**src/sv/srb_pkg.sv**
```systemverilog
`default_nettype none
// ----------------------------------------------------------------------------
// srb_pkg
// Shared types and constants for the seed registration backoff block.
// ----------------------------------------------------------------------------
package srb_pkg;

   localparam int NUM_SEEDS = 8;
   localparam int SEED_W    = $clog2(NUM_SEEDS);
   localparam int CNT_W     = SEED_W + 1;

   localparam logic [CNT_W-1:0] NUM_SEEDS_CNT = CNT_W'(NUM_SEEDS);

   localparam logic OP_TICK = 1'b0;
   localparam logic OP_ACK  = 1'b1;

   localparam logic ACT_REGISTER  = 1'b0;
   localparam logic ACT_FIND_NODE = 1'b1;

   localparam logic [2:0] REG_SEED_COUNT    = 3'd0;
   localparam logic [2:0] REG_INITIAL_DELAY = 3'd1;
   localparam logic [2:0] REG_DELAY_CAP     = 3'd2;
   localparam logic [2:0] REG_RETRY_LIMIT   = 3'd3;
   localparam logic [2:0] REG_RECOVERY_WAIT = 3'd4;

   typedef enum logic [2:0] {
      LS_DISCONNECTED = 3'd0,
      LS_CONNECTING   = 3'd1,
      LS_CONNECTED    = 3'd2,
      LS_FAILED       = 3'd3,
      LS_VERIFIED     = 3'd4
   } link_state_type;

   typedef enum logic [2:0] {
      S_IDLE,
      S_READ,
      S_MODIFY,
      S_DISCOVER,
      S_FIND,
      S_FLUSH
   } ctrl_state_type;

   typedef struct packed {
      link_state_type st;
      logic [3:0]     cnt;
      logic [5:0]     delay;
      logic [31:0]    last_time;
   } rec_type;

   localparam rec_type REC_RESET = '{
      st:        LS_DISCONNECTED,
      cnt:       4'd0,
      delay:     6'd2,
      last_time: 32'd0
   };

   typedef struct packed {
      logic [3:0]  seed_count;
      logic [5:0]  initial_delay;
      logic [5:0]  delay_cap;
      logic [3:0]  retry_limit;
      logic [15:0] recovery_wait;
   } cfg_type;

   typedef struct packed {
      logic        opcode;
      logic [2:0]  seed_index;
      logic        ack_rejected;
      logic [31:0] current_time;
      logic        identity_valid;
      logic [7:0]  key_known_mask;
   } item_type;

   typedef struct packed {
      logic              we;
      logic [SEED_W-1:0] waddr;
      rec_type           wdata;
      logic [SEED_W-1:0] raddr;
   } mem_cmd_type;

   typedef struct packed {
      rec_type rec;
      logic    emit;
      logic    not_verified;
   } upd_type;

endpackage
`default_nettype wire

```
**src/sv/srb_if.sv**
```systemverilog
`default_nettype none
// ----------------------------------------------------------------------------
// srb_req_if / srb_rsp_if
// Valid/ready channels for requests into and results out of the block.
// ----------------------------------------------------------------------------
interface srb_req_if;
   logic        valid;
   logic        ready;
   logic        opcode;
   logic [2:0]  seed_index;
   logic        ack_rejected;
   logic [31:0] current_time;
   logic        identity_valid;
   logic [7:0]  key_known_mask;

   modport source (output valid, opcode, seed_index, ack_rejected, current_time,
                   identity_valid, key_known_mask, input ready);
   modport sink (input valid, opcode, seed_index, ack_rejected, current_time,
                 identity_valid, key_known_mask, output ready);
endinterface

interface srb_rsp_if;
   logic       valid;
   logic       ready;
   logic [2:0] target_seed;
   logic       action;
   logic       last;

   modport source (output valid, target_seed, action, last, input ready);
   modport sink (input valid, target_seed, action, last, output ready);
endinterface
`default_nettype wire

```
**src/sv/srb_rec_mem.sv**
```systemverilog
`default_nettype none
// ----------------------------------------------------------------------------
// srb_rec_mem
// Per-seed record memory, one write and one registered read per cycle.
// Entries not yet written read back as the reset record.
// ----------------------------------------------------------------------------
module srb_rec_mem (
   input  wire                  clock,
   input  wire                  reset,
   input  srb_pkg::mem_cmd_type cmd,
   output srb_pkg::rec_type     rd_rec
);

   srb_pkg::rec_type                recs_ff [srb_pkg::NUM_SEEDS];
   logic [srb_pkg::NUM_SEEDS-1:0]   valid_ff;
   srb_pkg::rec_type                rd_data_ff;
   logic                            rd_valid_ff;

   always_ff @(posedge clock) begin
      if (cmd.we) begin
         recs_ff[cmd.waddr] <= cmd.wdata;
      end
      rd_data_ff <= recs_ff[cmd.raddr];
   end

   always_ff @(posedge clock) begin
      if (reset) begin
         valid_ff    <= '0;
         rd_valid_ff <= 1'b0;
      end else begin
         if (cmd.we) begin
            valid_ff[cmd.waddr] <= 1'b1;
         end
         rd_valid_ff <= valid_ff[cmd.raddr];
      end
   end

   assign rd_rec = rd_valid_ff ? rd_data_ff : srb_pkg::REC_RESET;

endmodule
`default_nettype wire

```
**src/sv/srb_update.sv**
```systemverilog
`default_nettype none
// ----------------------------------------------------------------------------
// srb_update
// Next-record logic for one seed: backoff, retry limit, recovery, key check, ack.
// ----------------------------------------------------------------------------
module srb_update (
   input  srb_pkg::item_type            item,
   input  wire [srb_pkg::SEED_W-1:0]    idx,
   input  srb_pkg::cfg_type             cfg,
   input  srb_pkg::rec_type             rec,
   output srb_pkg::upd_type             upd
);

   logic [31:0] retry_due;
   logic [31:0] recover_due;
   logic [6:0]  dbl_delay;
   logic [4:0]  cnt_inc;
   logic [4:0]  cnt_sent;

   assign retry_due   = rec.last_time + {26'd0, rec.delay};
   assign recover_due = rec.last_time + {16'd0, cfg.recovery_wait};
   assign dbl_delay   = {rec.delay, 1'b0};
   assign cnt_inc     = {1'b0, rec.cnt} + 5'd1;
   assign cnt_sent    = cnt_inc + 5'd1;

   always_comb begin
      upd.rec          = rec;
      upd.emit         = 1'b0;
      upd.not_verified = 1'b0;
      if (item.opcode == srb_pkg::OP_ACK) begin
         upd.rec.st = item.ack_rejected ? srb_pkg::LS_FAILED : srb_pkg::LS_CONNECTED;
      end else if (rec.st == srb_pkg::LS_VERIFIED) begin
         // verified seeds are left alone
      end else if (!item.identity_valid) begin
         upd.not_verified = 1'b1;
      end else begin
         unique case (rec.st)
            srb_pkg::LS_DISCONNECTED: begin
               upd.emit          = 1'b1;
               upd.rec.st        = srb_pkg::LS_CONNECTING;
               upd.rec.cnt       = 4'd1;
               upd.rec.delay     = cfg.initial_delay;
               upd.rec.last_time = item.current_time;
               upd.not_verified  = 1'b1;
            end
            srb_pkg::LS_CONNECTING: begin
               upd.not_verified = 1'b1;
               if (item.current_time > retry_due) begin
                  upd.rec.delay = (dbl_delay < {1'b0, cfg.delay_cap}) ?
                                  dbl_delay[5:0] : cfg.delay_cap;
                  if (cnt_inc <= {1'b0, cfg.retry_limit}) begin
                     upd.emit          = 1'b1;
                     upd.rec.last_time = item.current_time;
                     upd.rec.cnt       = (cnt_sent > 5'd15) ? 4'd15 : cnt_sent[3:0];
                  end else begin
                     upd.rec.st  = srb_pkg::LS_FAILED;
                     upd.rec.cnt = (cnt_inc > 5'd15) ? 4'd15 : cnt_inc[3:0];
                  end
               end
            end
            srb_pkg::LS_CONNECTED: begin
               if (item.key_known_mask[idx]) begin
                  upd.rec.st = srb_pkg::LS_VERIFIED;
               end else begin
                  upd.not_verified = 1'b1;
               end
            end
            srb_pkg::LS_FAILED: begin
               upd.not_verified = 1'b1;
               if (item.current_time > recover_due) begin
                  upd.rec.st    = srb_pkg::LS_DISCONNECTED;
                  upd.rec.cnt   = 4'd0;
                  upd.rec.delay = cfg.initial_delay;
               end
            end
            default: begin
               upd.not_verified = 1'b1;
            end
         endcase
      end
   end

endmodule
`default_nettype wire

```
**src/sv/srb_ctrl.sv**
```systemverilog
`default_nettype none
// ----------------------------------------------------------------------------
// srb_ctrl
// Sequencer: walks the seeds through read/modify/write, holds one pending
// result so the final one of a tick can be flagged, and drives the output
// register.
// ----------------------------------------------------------------------------
module srb_ctrl (
   input  wire                          clock,
   input  wire                          reset,
   input  srb_pkg::cfg_type             cfg,
   srb_req_if.sink                      req_ch,
   srb_rsp_if.source                    rsp_ch,
   input  srb_pkg::upd_type             upd,
   output srb_pkg::item_type            item,
   output logic [srb_pkg::SEED_W-1:0]   idx,
   output srb_pkg::mem_cmd_type         mem_cmd
);

   srb_pkg::ctrl_state_type           state_ff, state_in;
   srb_pkg::item_type                 item_ff, item_in;
   logic [srb_pkg::SEED_W-1:0]        idx_ff, idx_in;
   logic                              all_ver_ff, all_ver_in;
   logic                              disc_done_ff, disc_done_in;
   logic                              pend_valid_ff, pend_valid_in;
   logic [srb_pkg::SEED_W-1:0]        pend_seed_ff, pend_seed_in;
   logic                              pend_action_ff, pend_action_in;
   logic                              rsp_valid_ff, rsp_valid_in;
   logic [2:0]                        rsp_seed_ff, rsp_seed_in;
   logic                              rsp_action_ff, rsp_action_in;
   logic                              rsp_last_ff, rsp_last_in;

   logic [srb_pkg::CNT_W-1:0]         seeds_used;
   logic                              accept;
   logic                              can_push;
   logic                              last_seed;
   logic                              ack_in_range;
   logic                              mod_stall;
   logic                              find_stall;
   logic                              push_en;
   logic                              push_last;

   assign seeds_used = (cfg.seed_count > srb_pkg::NUM_SEEDS_CNT) ?
                       srb_pkg::NUM_SEEDS_CNT : cfg.seed_count;
   assign accept       = req_ch.valid && req_ch.ready;
   assign can_push     = !rsp_valid_ff || rsp_ch.ready;
   assign last_seed    = ({1'b0, idx_ff} + 1'b1) == seeds_used;
   assign ack_in_range = {1'b0, req_ch.seed_index} < seeds_used;
   assign mod_stall    = upd.emit && pend_valid_ff && !can_push;
   assign find_stall   = pend_valid_ff && !can_push;

   // next state
   always_comb begin
      state_in = state_ff;
      unique case (state_ff)
         srb_pkg::S_IDLE: begin
            if (accept) begin
               if (req_ch.opcode == srb_pkg::OP_ACK) begin
                  state_in = ack_in_range ? srb_pkg::S_READ : srb_pkg::S_IDLE;
               end else begin
                  state_in = (seeds_used != '0) ? srb_pkg::S_READ : srb_pkg::S_IDLE;
               end
            end
         end
         srb_pkg::S_READ: begin
            state_in = srb_pkg::S_MODIFY;
         end
         srb_pkg::S_MODIFY: begin
            priority if (mod_stall) begin
               state_in = srb_pkg::S_MODIFY;
            end else if (item_ff.opcode == srb_pkg::OP_ACK) begin
               state_in = srb_pkg::S_IDLE;
            end else if (last_seed) begin
               state_in = srb_pkg::S_DISCOVER;
            end else begin
               state_in = srb_pkg::S_READ;
            end
         end
         srb_pkg::S_DISCOVER: begin
            state_in = (!disc_done_ff && all_ver_ff) ? srb_pkg::S_FIND : srb_pkg::S_FLUSH;
         end
         srb_pkg::S_FIND: begin
            if (!find_stall && last_seed) begin
               state_in = srb_pkg::S_FLUSH;
            end
         end
         srb_pkg::S_FLUSH: begin
            if (!pend_valid_ff || can_push) begin
               state_in = srb_pkg::S_IDLE;
            end
         end
         default: begin
            state_in = srb_pkg::S_IDLE;
         end
      endcase
   end

   // datapath and outputs
   always_comb begin
      item_in        = item_ff;
      idx_in         = idx_ff;
      all_ver_in     = all_ver_ff;
      disc_done_in   = disc_done_ff;
      pend_valid_in  = pend_valid_ff;
      pend_seed_in   = pend_seed_ff;
      pend_action_in = pend_action_ff;
      push_en        = 1'b0;
      push_last      = 1'b0;
      mem_cmd.we     = 1'b0;
      mem_cmd.waddr  = idx_ff;
      mem_cmd.wdata  = upd.rec;
      mem_cmd.raddr  = idx_ff;
      unique case (state_ff)
         srb_pkg::S_IDLE: begin
            if (accept) begin
               item_in.opcode         = req_ch.opcode;
               item_in.seed_index     = req_ch.seed_index;
               item_in.ack_rejected   = req_ch.ack_rejected;
               item_in.current_time   = req_ch.current_time;
               item_in.identity_valid = req_ch.identity_valid;
               item_in.key_known_mask = req_ch.key_known_mask;
               idx_in     = (req_ch.opcode == srb_pkg::OP_ACK) ?
                            req_ch.seed_index[srb_pkg::SEED_W-1:0] : '0;
               all_ver_in = 1'b1;
            end
         end
         srb_pkg::S_READ: begin
         end
         srb_pkg::S_MODIFY: begin
            if (!mod_stall) begin
               mem_cmd.we = 1'b1;
               if (upd.emit) begin
                  push_en        = pend_valid_ff;
                  pend_valid_in  = 1'b1;
                  pend_seed_in   = idx_ff;
                  pend_action_in = srb_pkg::ACT_REGISTER;
               end
               if (upd.not_verified) begin
                  all_ver_in = 1'b0;
               end
               if (!last_seed) begin
                  idx_in = idx_ff + 1'b1;
               end
            end
         end
         srb_pkg::S_DISCOVER: begin
            if (!disc_done_ff && all_ver_ff) begin
               disc_done_in = 1'b1;
               idx_in       = '0;
            end
         end
         srb_pkg::S_FIND: begin
            if (!find_stall) begin
               push_en        = pend_valid_ff;
               pend_valid_in  = 1'b1;
               pend_seed_in   = idx_ff;
               pend_action_in = srb_pkg::ACT_FIND_NODE;
               if (!last_seed) begin
                  idx_in = idx_ff + 1'b1;
               end
            end
         end
         srb_pkg::S_FLUSH: begin
            if (pend_valid_ff && can_push) begin
               push_en       = 1'b1;
               push_last     = 1'b1;
               pend_valid_in = 1'b0;
            end
         end
         default: begin
         end
      endcase

      rsp_valid_in  = rsp_valid_ff && !rsp_ch.ready;
      rsp_seed_in   = rsp_seed_ff;
      rsp_action_in = rsp_action_ff;
      rsp_last_in   = rsp_last_ff;
      if (push_en) begin
         rsp_valid_in  = 1'b1;
         rsp_seed_in   = 3'(pend_seed_ff);
         rsp_action_in = pend_action_ff;
         rsp_last_in   = push_last;
      end
   end

   always_ff @(posedge clock) begin
      if (reset) begin
         state_ff      <= srb_pkg::S_IDLE;
         disc_done_ff  <= 1'b0;
         pend_valid_ff <= 1'b0;
         rsp_valid_ff  <= 1'b0;
      end else begin
         state_ff      <= state_in;
         disc_done_ff  <= disc_done_in;
         pend_valid_ff <= pend_valid_in;
         rsp_valid_ff  <= rsp_valid_in;
      end
   end

   always_ff @(posedge clock) begin
      item_ff        <= item_in;
      idx_ff         <= idx_in;
      all_ver_ff     <= all_ver_in;
      pend_seed_ff   <= pend_seed_in;
      pend_action_ff <= pend_action_in;
      rsp_seed_ff    <= rsp_seed_in;
      rsp_action_ff  <= rsp_action_in;
      rsp_last_ff    <= rsp_last_in;
   end

   assign req_ch.ready       = (state_ff == srb_pkg::S_IDLE);
   assign rsp_ch.valid       = rsp_valid_ff;
   assign rsp_ch.target_seed = rsp_seed_ff;
   assign rsp_ch.action      = rsp_action_ff;
   assign rsp_ch.last        = rsp_last_ff;
   assign item               = item_ff;
   assign idx                = idx_ff;

endmodule
`default_nettype wire

```
**src/sv/seed_registration_backoff.sv**
```systemverilog
`default_nettype none
// ----------------------------------------------------------------------------
// seed_registration_backoff
// Registration and retry backoff bookkeeping for up to NUM_SEEDS seeds.
// ----------------------------------------------------------------------------
// Tick: each seed in use gets a record read, then a modify/write back; then
//   discovery is decided, any find-node requests are issued, and the final
//   result is flagged. Ack: record read, then modify/write back.
// Each result waits in a holding register until the next is known.
// Reset: per-seed valid bits clear at once, so records read as reset values
//   with no clearing pass; config registers return to their reset values.
// ----------------------------------------------------------------------------
module seed_registration_backoff (
   input  wire        clock,
   input  wire        reset,
   srb_req_if.sink    req_ch,
   srb_rsp_if.source  rsp_ch,
   input  wire        csr_we,
   input  wire [2:0]  csr_index,
   input  wire [15:0] csr_wdata
);

   srb_pkg::cfg_type              cfg_ff, cfg_in;
   srb_pkg::item_type             item;
   logic [srb_pkg::SEED_W-1:0]    idx;
   srb_pkg::mem_cmd_type          mem_cmd;
   srb_pkg::rec_type              rd_rec;
   srb_pkg::upd_type              upd;

   always_comb begin
      cfg_in = cfg_ff;
      if (csr_we) begin
         unique case (csr_index)
            srb_pkg::REG_SEED_COUNT:    cfg_in.seed_count    = csr_wdata[3:0];
            srb_pkg::REG_INITIAL_DELAY: cfg_in.initial_delay = csr_wdata[5:0];
            srb_pkg::REG_DELAY_CAP:     cfg_in.delay_cap     = csr_wdata[5:0];
            srb_pkg::REG_RETRY_LIMIT:   cfg_in.retry_limit   = csr_wdata[3:0];
            srb_pkg::REG_RECOVERY_WAIT: cfg_in.recovery_wait = csr_wdata;
            default: begin
            end
         endcase
      end
   end

   always_ff @(posedge clock) begin
      if (reset) begin
         cfg_ff.seed_count    <= 4'd0;
         cfg_ff.initial_delay <= 6'd2;
         cfg_ff.delay_cap     <= 6'd60;
         cfg_ff.retry_limit   <= 4'd10;
         cfg_ff.recovery_wait <= 16'd300;
      end else begin
         cfg_ff <= cfg_in;
      end
   end

   srb_ctrl u_ctrl (
      .clock   (clock),
      .reset   (reset),
      .cfg     (cfg_ff),
      .req_ch  (req_ch),
      .rsp_ch  (rsp_ch),
      .upd     (upd),
      .item    (item),
      .idx     (idx),
      .mem_cmd (mem_cmd)
   );

   srb_rec_mem u_rec_mem (
      .clock  (clock),
      .reset  (reset),
      .cmd    (mem_cmd),
      .rd_rec (rd_rec)
   );

   srb_update u_update (
      .item (item),
      .idx  (idx),
      .cfg  (cfg_ff),
      .rec  (rd_rec),
      .upd  (upd)
   );

endmodule
`default_nettype wire
```
**src/flat_wrapper.sv**
```systemverilog
// flat-port wrapper written by rule: the top's interface ports become plain ports
module seed_registration_backoff_flat 
  (clock, reset, csr_we, csr_index, csr_wdata, req_ch_valid, req_ch_opcode, req_ch_seed_index, req_ch_ack_rejected, req_ch_current_time, req_ch_identity_valid, req_ch_key_known_mask, req_ch_ready, rsp_ch_valid, rsp_ch_target_seed, rsp_ch_action, rsp_ch_last, rsp_ch_ready);
  srb_req_if req_ch_i ();
  srb_rsp_if rsp_ch_i ();
  input  wire clock;
  input  wire reset;
  input  wire csr_we;
  input  wire [2:0] csr_index;
  input  wire [15:0] csr_wdata;
  input wire logic [$bits(req_ch_i.valid)-1:0] req_ch_valid;
  input wire logic [$bits(req_ch_i.opcode)-1:0] req_ch_opcode;
  input wire logic [$bits(req_ch_i.seed_index)-1:0] req_ch_seed_index;
  input wire logic [$bits(req_ch_i.ack_rejected)-1:0] req_ch_ack_rejected;
  input wire logic [$bits(req_ch_i.current_time)-1:0] req_ch_current_time;
  input wire logic [$bits(req_ch_i.identity_valid)-1:0] req_ch_identity_valid;
  input wire logic [$bits(req_ch_i.key_known_mask)-1:0] req_ch_key_known_mask;
  output wire logic [$bits(req_ch_i.ready)-1:0] req_ch_ready;
  output wire logic [$bits(rsp_ch_i.valid)-1:0] rsp_ch_valid;
  output wire logic [$bits(rsp_ch_i.target_seed)-1:0] rsp_ch_target_seed;
  output wire logic [$bits(rsp_ch_i.action)-1:0] rsp_ch_action;
  output wire logic [$bits(rsp_ch_i.last)-1:0] rsp_ch_last;
  input wire logic [$bits(rsp_ch_i.ready)-1:0] rsp_ch_ready;
  assign req_ch_i.valid = req_ch_valid;
  assign req_ch_i.opcode = req_ch_opcode;
  assign req_ch_i.seed_index = req_ch_seed_index;
  assign req_ch_i.ack_rejected = req_ch_ack_rejected;
  assign req_ch_i.current_time = req_ch_current_time;
  assign req_ch_i.identity_valid = req_ch_identity_valid;
  assign req_ch_i.key_known_mask = req_ch_key_known_mask;
  assign req_ch_ready = req_ch_i.ready;
  assign rsp_ch_valid = rsp_ch_i.valid;
  assign rsp_ch_target_seed = rsp_ch_i.target_seed;
  assign rsp_ch_action = rsp_ch_i.action;
  assign rsp_ch_last = rsp_ch_i.last;
  assign rsp_ch_i.ready = rsp_ch_ready;
  seed_registration_backoff u_core (.clock(clock), .reset(reset), .req_ch(req_ch_i), .rsp_ch(rsp_ch_i), .csr_we(csr_we), .csr_index(csr_index), .csr_wdata(csr_wdata));
endmodule
```
**config.mk**
```make
export PLATFORM = sky130hd
export DESIGN_NAME = seed_registration_backoff_flat
export DESIGN_NICKNAME = d
export VERILOG_FILES = /design/src/sv/srb_pkg.sv /design/src/sv/srb_if.sv /design/src/sv/srb_rec_mem.sv /design/src/sv/srb_update.sv /design/src/sv/srb_ctrl.sv /design/src/sv/seed_registration_backoff.sv /design/src/flat_wrapper.sv
export SDC_FILE = /design/constraint.sdc
export NUM_CORES = 1
export LEC_CHECK = 0
export BUFFER_PORTS_ARGS = -buffer_cell sky130_fd_sc_hd__buf_2
export CAP_MARGIN = 20
export CORE_ASPECT_RATIO = 0.7
export CORE_MARGIN = 4
export CORE_UTILIZATION = 45
export DETAILED_ROUTE_END_ITERATION = 8
export PLACE_DENSITY = 0.67
export SKIP_CTS_REPAIR_TIMING = 1
export SLEW_MARGIN = 20
export SYNTH_ARGS = -nofsm -noshare
export SYNTH_HDL_FRONTEND = slang
export SYNTH_SLANG_ARGS = --single-unit
```
**constraint.sdc**
```tcl
create_clock -name clock -period 8.07 [get_ports clock]
set_clock_uncertainty 0.2 [all_clocks]
set_input_delay 1.614 -clock clock [delete_from_list [all_inputs] [get_ports clock]]
set_output_delay 1.614 -clock clock [all_outputs]
set_load 0.05 [all_outputs]
```
== Word level (Yosys, flattened, before mapping) ==
Memory sizes are Yosys's and may differ from the RTL's. A register that Yosys moved wholly into a read port is not among the register bits.
Cells that the tools add are included.

* Memories kept: 1
* Word-level logic and storage cells: 173
* Output and inout bits: 7
* Register bits: 107
* Bits of input ports: 70
* Memory bits (writable): 360

* Equal/unequal tests: 23
* Multiplexer cells: 72
* Order comparisons: 10
* Add/subtract/negate cells: 6
* Bitwise operators: 1
* Reductions and logical operators: 37

{| class="wikitable"
|+ Memory list
! name !! words !! width !! read ports !! clocked after Yosys merged registers in !! wr ports !! line !! text
|-
| u_core.u_rec_mem.recs_ff || 8 || 45 || 1 || 1 || 1 || srb_rec_mem.sv:14 || <nowiki>srb_pkg::rec_type recs_ff [srb_pkg::NUM_SEEDS];</nowiki>
|}

{| class="wikitable"
|+ Operators by type and width
! cell !! number
|-
| 46-bit two-way mux || 2
|-
| 33-bit one-hot mux with 2 select lines || 1
|-
| 32-bit > comparator || 2
|-
| 47-bit two-way mux || 1
|-
| 3-bit two-way mux || 15
|-
| 45-bit two-way mux || 1
|-
| 44-bit two-way mux || 1
|-
| 33-bit two-way mux || 1
|-
| 32-bit by 16-bit adder with 32-bit output || 1
|-
| 32-bit by 6-bit adder with 32-bit output || 1
|-
| 10-bit one-hot mux with 3 select lines || 1
|-
| 1-bit two-way mux || 29
|-
| 3-bit one-hot mux with 4 select lines || 2
|-
| 3-bit by 2-bit equality test with 1-bit output, second input constant || 6
|-
| 3-bit one-hot mux with 6 select lines || 1
|-
| 4-bit two-way mux || 4
|-
| 2-bit inequality test, second input constant || 8
|-
| 2-bit AND reduction || 7
|-
| 13-bit two-way mux || 1
|-
| 3-bit equality test, second input constant || 4
|-
| 5-bit by 4-bit > comparator with 1-bit output, second input constant || 2
|-
| 5-bit AND reduction || 2
|-
| 3-bit by 1-bit equality test with 1-bit output, second input constant || 3
|-
| 1-bit logical AND || 9
|-
| other kinds (28) || 44
|}

== Logic depth before layout (Yosys ltp) ==
Gate-level depths: netlist of run 1.

* Depth in word-level cells: 17
* Depth in mapped cells: 28
* Depth with buffers taken out: 20

== Hierarchy ==
Synthesis of run 1 repeated with hierarchy kept, for this count alone.

* Cells, all modules: 1618
* Area, all modules: 24039.3 sq um

{| class="wikitable"
|+ By module, submodules not included
! module !! area each (sq um) !! seq. area each (sq um) !! times used !! cells an instance
|-
| srb_rec_mem || 15107.0 || 11891.4 || 1 || 655
|-
| srb_update || 4476.8 || 0.0 || 1 || 586
|-
| srb_ctrl || 2922.8 || 1891.8 || 1 || 230
|-
| seed_registration_backoff || 1532.7 || 720.7 || 1 || 147
|}

== Least setup slack after synthesis of run 1 ==
OpenSTA, ideal clock, no wires.

* Path kind: flip-flop to flip-flop
* Start point: reg u_core.u_rec_mem.rd_valid_ff
* End point: mem u_core.u_rec_mem.recs_ff[3][0] (netlist name) (enable)
* Stages on the path, launching flop included: 27
* Data required time: 7406 ps
* Path buffers: 8
* Setup slack: -512 ps
* Data arrival time: 7918 ps
* Library setup time: 464 ps
* Clock period less this slack: 8582 ps
* Path through: dfxtp_1 -> buf_2 -> buf_4 -> clkbuf_1 -> clkbuf_1 -> clkbuf_1 -> clkbuf_1 -> buf_1 -> nand2_1 -> ha_1 -> a21o_1 -> maj3_1 -> a21o_1 -> a31o_1 -> a21o_1 -> and2_1 -> nand3_1 -> mux2_2 -> ha_1 -> nand4_1 -> or4_1 -> nor2_1 -> nand2b_4 -> a22oi_4 -> o31ai_4 -> buf_4 -> a21oi_1

* Word-level cells in the longest chain between the ends: 15
* Elaborated cells between the ends (all ways): 20
* Classes of those cells: 2 x add/sub; 2 x order compare; 2 x eq/ne; 11 x mux; 3 x reduce/logical

{| class="wikitable"
|+ RTL lines
! what !! line !! text
|-
| from (decl) || srb_rec_mem.sv:17 || <nowiki>logic rd_valid_ff;</nowiki>
|-
| from (signal assigned) || srb_rec_mem.sv:34 || <nowiki>rd_valid_ff <= valid_ff[cmd.raddr];</nowiki>
|-
| 45-bit two-way mux * || srb_rec_mem.sv:38 || <nowiki>assign rd_rec = rd_valid_ff ? rd_data_ff : srb_pkg::REC_RESET;</nowiki>
|-
| branches (longest 6 deep; another with 32-bit by 6-bit adder with 32-bit output) || -- ||
|-
| 47-bit two-way mux * || srb_update.sv:32 || <nowiki>end else if (rec.st == srb_pkg::LS_VERIFIED) begin</nowiki>
|-
| 44-bit two-way mux * || srb_update.sv:30 || <nowiki>if (item.opcode == srb_pkg::OP_ACK) begin</nowiki>
|-
| 1-bit logical AND * (2 in a row) || srb_ctrl.sv:49 || <nowiki>assign mod_stall = upd.emit && pend_valid_ff && !can_push;</nowiki>
|-
| 1-bit two-way mux * || srb_ctrl.sv:130 || <nowiki>if (!mod_stall) begin</nowiki>
|-
| 1-bit two-way mux * || srb_ctrl.sv:113 || <nowiki>unique case (state_ff)</nowiki>
|-
| 1-bit two-way mux * || srb_rec_mem.sv:20 || <nowiki>if (cmd.we) begin</nowiki>
|-
| 1-bit two-way mux (not written as such) * || srb_rec_mem.sv:21 || <nowiki>recs_ff[cmd.waddr] <= cmd.wdata;</nowiki>
|-
| to (decl) || srb_rec_mem.sv:14 ||
|}

Every way passes the cells marked *.

==> results of run 1 <==
==> worst max path at each step <==
stage	slack, ns	depth (start not counted)	to	startpoint
after floorplan	-0.51	26	u_core.u_rec_mem.recs_ff[3][0]$_DFFE_PP_	u_core.u_rec_mem.rd_valid_ff$_SDFF_PP0_
after global placement	1.20	22	u_core.u_rec_mem.recs_ff[6][37]$_DFFE_PP_	u_core.u_rec_mem.rd_valid_ff$_SDFF_PP0_
after detailed placement	1.06	22	u_core.u_rec_mem.recs_ff[6][37]$_DFFE_PP_	u_core.u_rec_mem.rd_valid_ff$_SDFF_PP0_
after CTS	1.03	22	u_core.u_rec_mem.recs_ff[5][37]$_DFFE_PP_	u_core.u_rec_mem.rd_valid_ff$_SDFF_PP0_
after global routing	0.51	22	u_core.u_rec_mem.recs_ff[6][37]$_DFFE_PP_	u_core.u_rec_mem.rd_valid_ff$_SDFF_PP0_
final	0.88	22	u_core.u_rec_mem.recs_ff[6][37]$_DFFE_PP_	u_core.u_rec_mem.rd_valid_ff$_SDFF_PP0_
==> metal layers <==
metal	track usage [%]	routed length, µm
met3	3.37	5010
met5	0	0
met4	4.70	1120
met2	33.2	26600
met1	33.1	27200
==> logic make-up (layout without fill, tap and decap cells) <==
family	Yosys count	count (layout)	synth area share (%)
compound gates	469	469	14.5
xor+xnor	53	53	2.06
fa+ha+maj	100	100	5.51
buf+inv	135	231	2.42
flops	512	512	64.0
mux	30	30	1.38
simple gates	462	462	10.1
==> through the flow <==
step | TNS, ns | utilization (%) | cells | area (µm²)
2_1_floorplan | -46.69 | - | 1761 | 22600
6_report | 0 | 51.1 | 2522 | 25300
5_1_grt | 0 | 51.1 | 2522 | 25300
3_5_place_dp | 0 | 48.1 | 2438 | 23800
3_3_place_gp | 0 | 48.1 | 2438 | 23800
4_1_cts | 0 | 51.1 | 2522 | 25300
==> state kept, by name, indices dropped and copies added (netlist names) <==
name / count
u_core.u_ctrl.rsp_ch.action: 1
u_core.u_rec_mem.valid_ff: 8
u_core.u_ctrl.disc_done_ff: 1
u_core.u_rec_mem.rd_valid_ff: 1
u_core.u_rec_mem.recs_ff: 360
u_core.u_ctrl.rsp_ch.valid: 1
u_core.cfg_ff: 36
u_core.u_ctrl.all_ver_ff: 1
u_core.u_ctrl.state_ff: 3
u_core.u_ctrl.idx: 3
u_core.u_ctrl.rsp_ch.target_seed: 3
u_core.u_ctrl.pend_action_ff: 1
u_core.u_ctrl.pend_seed_ff: 3
u_core.u_ctrl.pend_valid_ff: 1
u_core.u_ctrl.item: 43
u_core.u_rec_mem.rd_data_ff: 45
u_core.u_ctrl.rsp_ch.last: 1
==> final cells by class <==
class / count / area, µm²
Clock inverter: 30 / 305
Clock buffer: 54 / 1180
Sequential cell: 512 / 14400
Tap cell: 665 / 832
Inverter: 43 / 161
Fill cell: 4176 / 24200
Multi-Input combinational cell: 1114 / 7710
Timing Repair Buffer: 104 / 653
==> worst register-to-register path: stages (launching register included) <==
cell and delay [ns]:
sky130_fd_sc_hd__dfxtp_2 0.50, sky130_fd_sc_hd__buf_4 0.51, sky130_fd_sc_hd__nand2_1 0.27, sky130_fd_sc_hd__inv_1 0.18
sky130_fd_sc_hd__ha_1 0.31, sky130_fd_sc_hd__and4_1 0.22, sky130_fd_sc_hd__and3_1 0.23, sky130_fd_sc_hd__nor3b_1 0.15
sky130_fd_sc_hd__o31ai_1 0.18, sky130_fd_sc_hd__a31oi_1 0.28, sky130_fd_sc_hd__o31ai_2 0.95, sky130_fd_sc_hd__o31a_1 0.20
sky130_fd_sc_hd__o21ai_1 0.08, sky130_fd_sc_hd__ha_1 0.33, sky130_fd_sc_hd__nand4_1 0.17, sky130_fd_sc_hd__or3_1 0.39
sky130_fd_sc_hd__or3_1 0.44, sky130_fd_sc_hd__nor3_2 0.19, sky130_fd_sc_hd__a211oi_1 0.09, sky130_fd_sc_hd__a211oi_2 0.19
sky130_fd_sc_hd__buf_4 0.24, sky130_fd_sc_hd__o21ai_2 0.11, sky130_fd_sc_hd__a221o_1 0.48
==> report_power, final <==
| group | internal (mW) | switching (mW) |
|---|---|---|
| sequential | 2.91 | 0.0731 |
| combinational | 0.125 | 0.226 |
| clock | 1.22 | 0.961 |
==> cells in the final DEF, fill, tap and decap left out, drive strengths merged, types with 7 or more instances in the layout <==
cell / instances
nor2b: 11
a31oi: 9
nor4: 7
a211oi: 12
and3: 11
xnor2: 28
buf: 104
nand2: 168
o211ai: 7
ha: 96
dfxtp: 96
nor3b: 7
clkinv: 17
inv: 46
a21oi: 72
a22oi: 190
o21ai: 68
mux2: 9
mux2i: 21
xor2: 25
nand4: 63
edfxtp: 416
nor3: 22
nor2: 76
and2: 19
nand2b: 13
nand3: 36
clkbuf: 54
o21a: 17
a21o: 30
==> results.txt, run 1 <==
----------------------------------------------------
[Outcome]
  Status ... finished, final reports clean

[Worst setup path]
  Launch instance of the worst register-to-register path ... u_core.u_rec_mem.rd_valid_ff$_SDFF_PP0_
  Slowest cell on crit path ... sky130_fd_sc_hd__o31ai_2
  Critical path start-end classification ... register to register
  Reg2reg end ... u_core.u_rec_mem.recs_ff[6][37]$_DFFE_PP_
  Required time at the worst-slack endpoint ... 8.15 ns
  Largest fanout of any net on the critical path ... 48
  Buf/Inv on CP ... 3
  Worst reg2reg path depth ... 22
  Kind of end point of the critical path ... register
  Worst path cell trace ... buf_4 -> nand2_1 -> inv_1 -> ha_1 -> and4_1 -> and3_1 -> nor3b_1 -> o31ai_1 -> a31oi_1 -> o31ai_2 -> o31a_1 -> o21ai_1 -> ha_1 -> nand4_1 -> or3_1 -> or3_1 -> nor3_2 -> a211oi_1 -> a211oi_2 -> buf_4 -> o21ai_2 -> a221o_1
  Category of cells accounting for the largest share of critical-path delay ... compound AO/OA/AOI/OAI gates
  Arrival time reported for the critical path endpoint ... 7.26 ns
  CP Launch Type ... register
  Maximum cell stage delay along the critical path ... 0.95 ns
  Worst R2R Setup Slack ... 0.88 ns

[Power and ir drop]
  Ratio of total power to cell area ... 218 nW/µm²
  Leakage power figure ... 8.67 nW
  Overall Power ... 5.51 mW
  Maximum ir drop on the vdd rail ... 0.167 mV

[STA]
  Unrepaired setup endpoints after global routing ... false
  Headroom to the max-slew limit ... 26.5%
  Highest Clock Rate ... 0.139 GHz
  Worst hold-check slack ... 0.222 ns
  Shortest clock period the worst path allows after layout ... 7.19 ns
  Final max-slew violation count ... 0
  Final hold vios ... 0
  PnR worst setup slack ... 0.885 ns
  Slew @ Worst Pin ... 1.10 ns
  Fin crit share ... 89.0%
  Number of setup violations in the final report ... 0

[Clock network]
  TritonCTS Buffers ... 46
  TritonCTS sink count ... 512
  Maximum buffer depth of the clock tree ... 3
  Clock latency at the later pin of the worst-skew pair ... 0.57 ns
  CTS tree ... built
  H-tree levels ... 2
  Clock root buffer master ... sky130_fd_sc_hd__clkbuf_16
  Clock slew seen by the registers of the worst setup and hold paths ... 0.07 ns

[Flow run]
  Number of violations of the max-capacitance limit ... 0

[Logic synthesis]
  Count of flip-flops with a built-in enable after synthesis ... 416
  Synthesized netlist cell count ... 1,761
  Post-synthesis instance area ... 22,500 µm²
  Dominant synthesized flop cell ... sky130_fd_sc_hd__edfxtp_1
  Post-synthesis net count ... 1,927
  Synth async-reset ratio ... 0%
  Most area-hungry cell type in the Yosys netlist ... sky130_fd_sc_hd__edfxtp_1
  List of most frequent post-synthesis cells ... sky130_fd_sc_hd__edfxtp_1, sky130_fd_sc_hd__a22oi_1, sky130_fd_sc_hd__nand2_1, sky130_fd_sc_hd__dfxtp_1, sky130_fd_sc_hd__ha_1
  Distinct cell type count after synthesis ... 78
  Sequential cell area fraction in the yosys report ... 64.0%
  Synth area leaders ... sky130_fd_sc_hd__edfxtp_1, sky130_fd_sc_hd__dfxtp_1, sky130_fd_sc_hd__a22oi_1, sky130_fd_sc_hd__ha_1, sky130_fd_sc_hd__nand2_1
  Most frequent cell after synthesis ... sky130_fd_sc_hd__edfxtp_1
  Yosys warns ... 0
  Yosys top cell area share ... 55.4%
  Synthesis-stage register bit count ... 512
  Mapped Avg Cell Area ... 12.8 µm²

[Final layout]
  ANT cells ... 0
  Layout cells sized above 1 ... 11.8%
  Layout-stage area growth over the synthesis result ... 12.1%
  Final #Nets ... 1,987

[Route]
  Wire length per cell after detailed routing ... 23.7 µm
  Via density per instance ... 6.07
  Total wirelength of the detailed-routed design ... 59,900 µm
  Via count ... 15,313
  DR pass1 iterations ... 6
  Number of DRC markers after the initial detailed-route iteration ... 1,943
  Drt drc ... 0
  Remaining number of nets flagged by the antenna check after routing ... 0

[Global routing]
  Maximum number of pins on one net before global-route repair ... 56
  Global Route Usage Sum ... 21.8%
  Wire length of the first global-routing pass ... 89,900 µm
  Initial antenna violation count ... 0
  Total grt overflow ... 0
  Number of global-route vias before repair ... 14,711

[Die]
  IO Pins ... 77
  Floorplan core area ... 49,400 µm²
  Standard-cell rows ... 68
  Die boundary width ... 275 µm
  Initial core utilization ... 45.6%
  Die height ... 195 µm
  Overall die area ... 53,800 µm²

[Placement]
  GPL Wtd Cong ... 0.942
  Port Buffers ... 76
  Worst slack, placed ... 1.06 ns
  DP Wirelength ... 36,900 µm

[Hold path]
  Classification of the worst-slack hold path ... register to register
  Worst Hold Path EP ... u_core.u_ctrl.rsp_ch.target_seed[0]$_DFFE_PP_
  Cell depth of the worst hold path ... 0
  Hold Path Origin ... u_core.u_ctrl.pend_seed_ff[0]$_DFFE_PP_

----------------------------------------------------
Power figures use the tool's default switching activity.
==> inputs of run 2 (changes only) <==
--- a/config.mk
+++ b/config.mk
@@ -9,9 +9,9 @@
 export CAP_MARGIN = 20
 export CORE_ASPECT_RATIO = 0.7
 export CORE_MARGIN = 4
-export CORE_UTILIZATION = 45
+export CORE_UTILIZATION = 55
 export DETAILED_ROUTE_END_ITERATION = 8
-export PLACE_DENSITY = 0.67
+export PLACE_DENSITY = 0.79
 export SKIP_CTS_REPAIR_TIMING = 1
 export SLEW_MARGIN = 20
 export SYNTH_ARGS = -nofsm -noshare
==> run 2 against run 1 <==
Net effect: routed wire length down 1.6%; non-clock buffer count up 14; sequential power about the same; die area fell by 18%; critical path type unchanged.
==> results.txt, run 2 (synthesized netlist as in run 1, its figures left out) <==
----------------------------------------------------
[Placement]
  DP Wirelength ... 37,100 µm
  Area after DPL ... 23,700 µm²
  GPL Wtd Cong ... 0.860
  Placed Instances ... 2,322
  Worst slack, placed ... 1.07 ns
  Port Buffers ... 76

[STA]
  Highest Clock Rate ... 0.137 GHz
  Worst hold-check slack ... 0.219 ns
  Final max-slew violation count ... 0
  Slew @ Worst Pin ... 1.11 ns
  Number of setup violations in the final report ... 0
  PnR worst setup slack ... 0.762 ns
  Shortest clock period the worst path allows after layout ... 7.31 ns
  Final hold vios ... 0
  Unrepaired setup endpoints after global routing ... false
  Headroom to the max-slew limit ... 26.0%
  Fin crit share ... 90.6%

[Worst setup path]
  Launch instance of the worst register-to-register path ... u_core.u_rec_mem.rd_valid_ff$_SDFF_PP0_
  CP Launch Type ... register
  Worst reg2reg path depth ... 22
  Worst path cell trace ... buf_4 -> nand2_1 -> xnor2_1 -> ha_1 -> a31o_2 -> a32oi_1 -> o21ai_0 -> nand2_1 -> a31oi_1 -> o21ai_0 -> buf_4 -> a211oi_1 -> xor2_1 -> ha_1 -> nand4_1 -> or3_1 -> o221ai_1 -> a2111oi_0 -> a211oi_2 -> buf_4 -> o21ai_2 -> a221o_1
  Maximum cell stage delay along the critical path ... 0.71 ns
  Library cell appearing most often on the critical path ... sky130_fd_sc_hd__buf_4
  Kind of end point of the critical path ... register
  Worst R2R Setup Slack ... 0.76 ns
  Required time at the worst-slack endpoint ... 8.13 ns
  Slowest cell on crit path ... sky130_fd_sc_hd__dfxtp_2
  Arrival time reported for the critical path endpoint ... 7.37 ns
  Largest fanout of any net on the critical path ... 36
  Critical path start-end classification ... register to register
  Reg2reg end ... u_core.u_rec_mem.recs_ff[3][37]$_DFFE_PP_

[Clock network]
  Clock root buffer master ... sky130_fd_sc_hd__clkbuf_16
  Clock slew seen by the registers of the worst setup and hold paths ... 0.07 ns
  TritonCTS Buffers ... 47
  Maximum buffer depth of the clock tree ... 3
  TritonCTS sink count ... 512
  Clock latency at the later pin of the worst-skew pair ... 0.58 ns
  H-tree levels ... 2
  CTS tree ... built

[Die]
  IO Pins ... 77
  Floorplan core area ... 40,100 µm²
  Initial core utilization ... 56.2%
  Die height ... 177 µm
  Standard-cell rows ... 61
  Overall die area ... 44,300 µm²
  Die boundary width ... 250 µm

[Power and ir drop]
  Total net switching power ... 1.29 mW
  Leakage power figure ... 8.79 nW
  Combinational Power Share ... 6.4%
  Cell internal pwr ... 4.29 mW
  Ratio of total power to cell area ... 221 nW/µm²
  Relative contribution of sequential cells to total power ... 53.4%
  Switching part of the total ... 23.2%
  Clock network fraction of total power ... 40.2%
  Maximum ir drop on the vdd rail ... 0.189 mV

[Final layout]
  Share of the core filled with cells ... 62.9%
  Commonest non-fill, non-tap cell in the layout ... sky130_fd_sc_hd__edfxtp_1
  Final #Nets ... 2,002
  Number of flip-flops under the largest register name ... 360
  Largest Register ... u_core.u_rec_mem.recs_ff
  Layout cells sized above 1 ... 13.0%
  Most frequent cells in the layout ... sky130_fd_sc_hd__edfxtp_1, sky130_fd_sc_hd__a22oi_1, sky130_fd_sc_hd__nand2_1
  Layout-stage area growth over the synthesis result ... 11.9%
  ANT cells ... 0
  Count of placed standard cells in the final layout, fillers left out ... 2,410
  Final design instance area without fill ... 25,200 µm²

[Outcome]
  Status ... finished, final reports clean

[Hold path]
  Worst Hold Path EP ... u_core.u_ctrl.rsp_ch.target_seed[1]$_DFFE_PP_
  Cell depth of the worst hold path ... 0
  Classification of the worst-slack hold path ... register to register
  Hold Path Origin ... u_core.u_ctrl.pend_seed_ff[1]$_DFFE_PP_

[Route]
  Number of DRC markers after the initial detailed-route iteration ... 2,002
  Total wirelength of the detailed-routed design ... 58,900 µm
  Via density per instance ... 6.52
  DR pass1 iterations ... 5
  Remaining number of nets flagged by the antenna check after routing ... 0
  Drt drc ... 0
  Wire length per cell after detailed routing ... 24.4 µm
  Via count ... 15,706

[Global routing]
  Total grt overflow ... 0
  Maximum number of pins on one net before global-route repair ... 68
  Initial antenna violation count ... 0
  Wire length of the first global-routing pass ... 89,500 µm
  Global Route Usage Sum ... 26.1%
  Number of global-route vias before repair ... 15,457

[Flow run]
  Number of violations of the max-capacitance limit ... 0

----------------------------------------------------
==> run 2: changes by cell type in the layout (fill, tap and decap cells not counted), sizes merged <==
cell | before | now
buf | 104 | 118
clkbuf | 54 | 65
clkinv | 17 | 14
bufinv | 5 | 3
clkinvlp | 5 | 3
==> run 2: metal layers <==
layer  track usage, %  wire length (µm)
met5                0                 0
met4             7.25              1440
met3             6.87              7070
met2             41.0             26400
met1             36.5             24000
==> run 2: power by group through the flow <==
stage / clock (mW) / sequential [mW] / combinational (mW)
CTS: 2.26 / 2.98 / 0.348
global route: 2.38 / 2.98 / 0.388
detailed placement: 0 / 3.04 / 0.345
finish: 2.24 / 2.98 / 0.355
floorplan: 0 / 2.99 / 0.235
global placement: 0 / 3.03 / 0.333
==> run 2: per-stage QoR <==
step	total power [mW]	setup TNS [ns]
floorplan	3.23	-46.69
detailed placement	3.38	0
CTS	5.59	0
global route	5.75	0
finish	5.58	0
global placement	3.37	0
==> run 2: area by class of cell <==
cell class | instances | area [µm²]
Timing Repair Buffer | 118 | 708
Clock buffer | 65 | 1310
Tap cell | 535 | 669
Multi-Input combinational cell | 1114 | 7710
Sequential cell | 512 | 14400
Inverter | 43 | 161
Clock inverter | 23 | 253
Fill cell | 2930 | 14800
==> run 2: how the worst max path moves through the flow <==
stage,startpoint,endpoint,depth (start not counted)
final,u_core.u_rec_mem.rd_valid_ff$_SDFF_PP0_,u_core.u_rec_mem.recs_ff[3][37]$_DFFE_PP_,22
after global routing,u_core.u_rec_mem.rd_valid_ff$_SDFF_PP0_,u_core.u_rec_mem.recs_ff[1][37]$_DFFE_PP_,22
after CTS,u_core.u_rec_mem.rd_valid_ff$_SDFF_PP0_,u_core.u_rec_mem.recs_ff[4][37]$_DFFE_PP_,23
after detailed placement,u_core.u_rec_mem.rd_valid_ff$_SDFF_PP0_,u_core.u_rec_mem.recs_ff[0][36]$_DFFE_PP_,23
after global placement,u_core.u_rec_mem.rd_valid_ff$_SDFF_PP0_,u_core.u_rec_mem.recs_ff[1][37]$_DFFE_PP_,23
after floorplan,u_core.u_rec_mem.rd_valid_ff$_SDFF_PP0_,u_core.u_rec_mem.recs_ff[3][0]$_DFFE_PP_,26
==> run 2: worst max-delay path: cells and delay by family, from the launching register on <==
family / cells / cell delay (ns)
xor gates and xnor gates: 2 / 0.31
adders and majority gates: 2 / 0.51
and+or+nand+nor: 4 / 1.02
DFF: 1 / 0.71
buffers and inverters: 3 / 0.91
AOI/OAI and AO/OA: 11 / 3.31
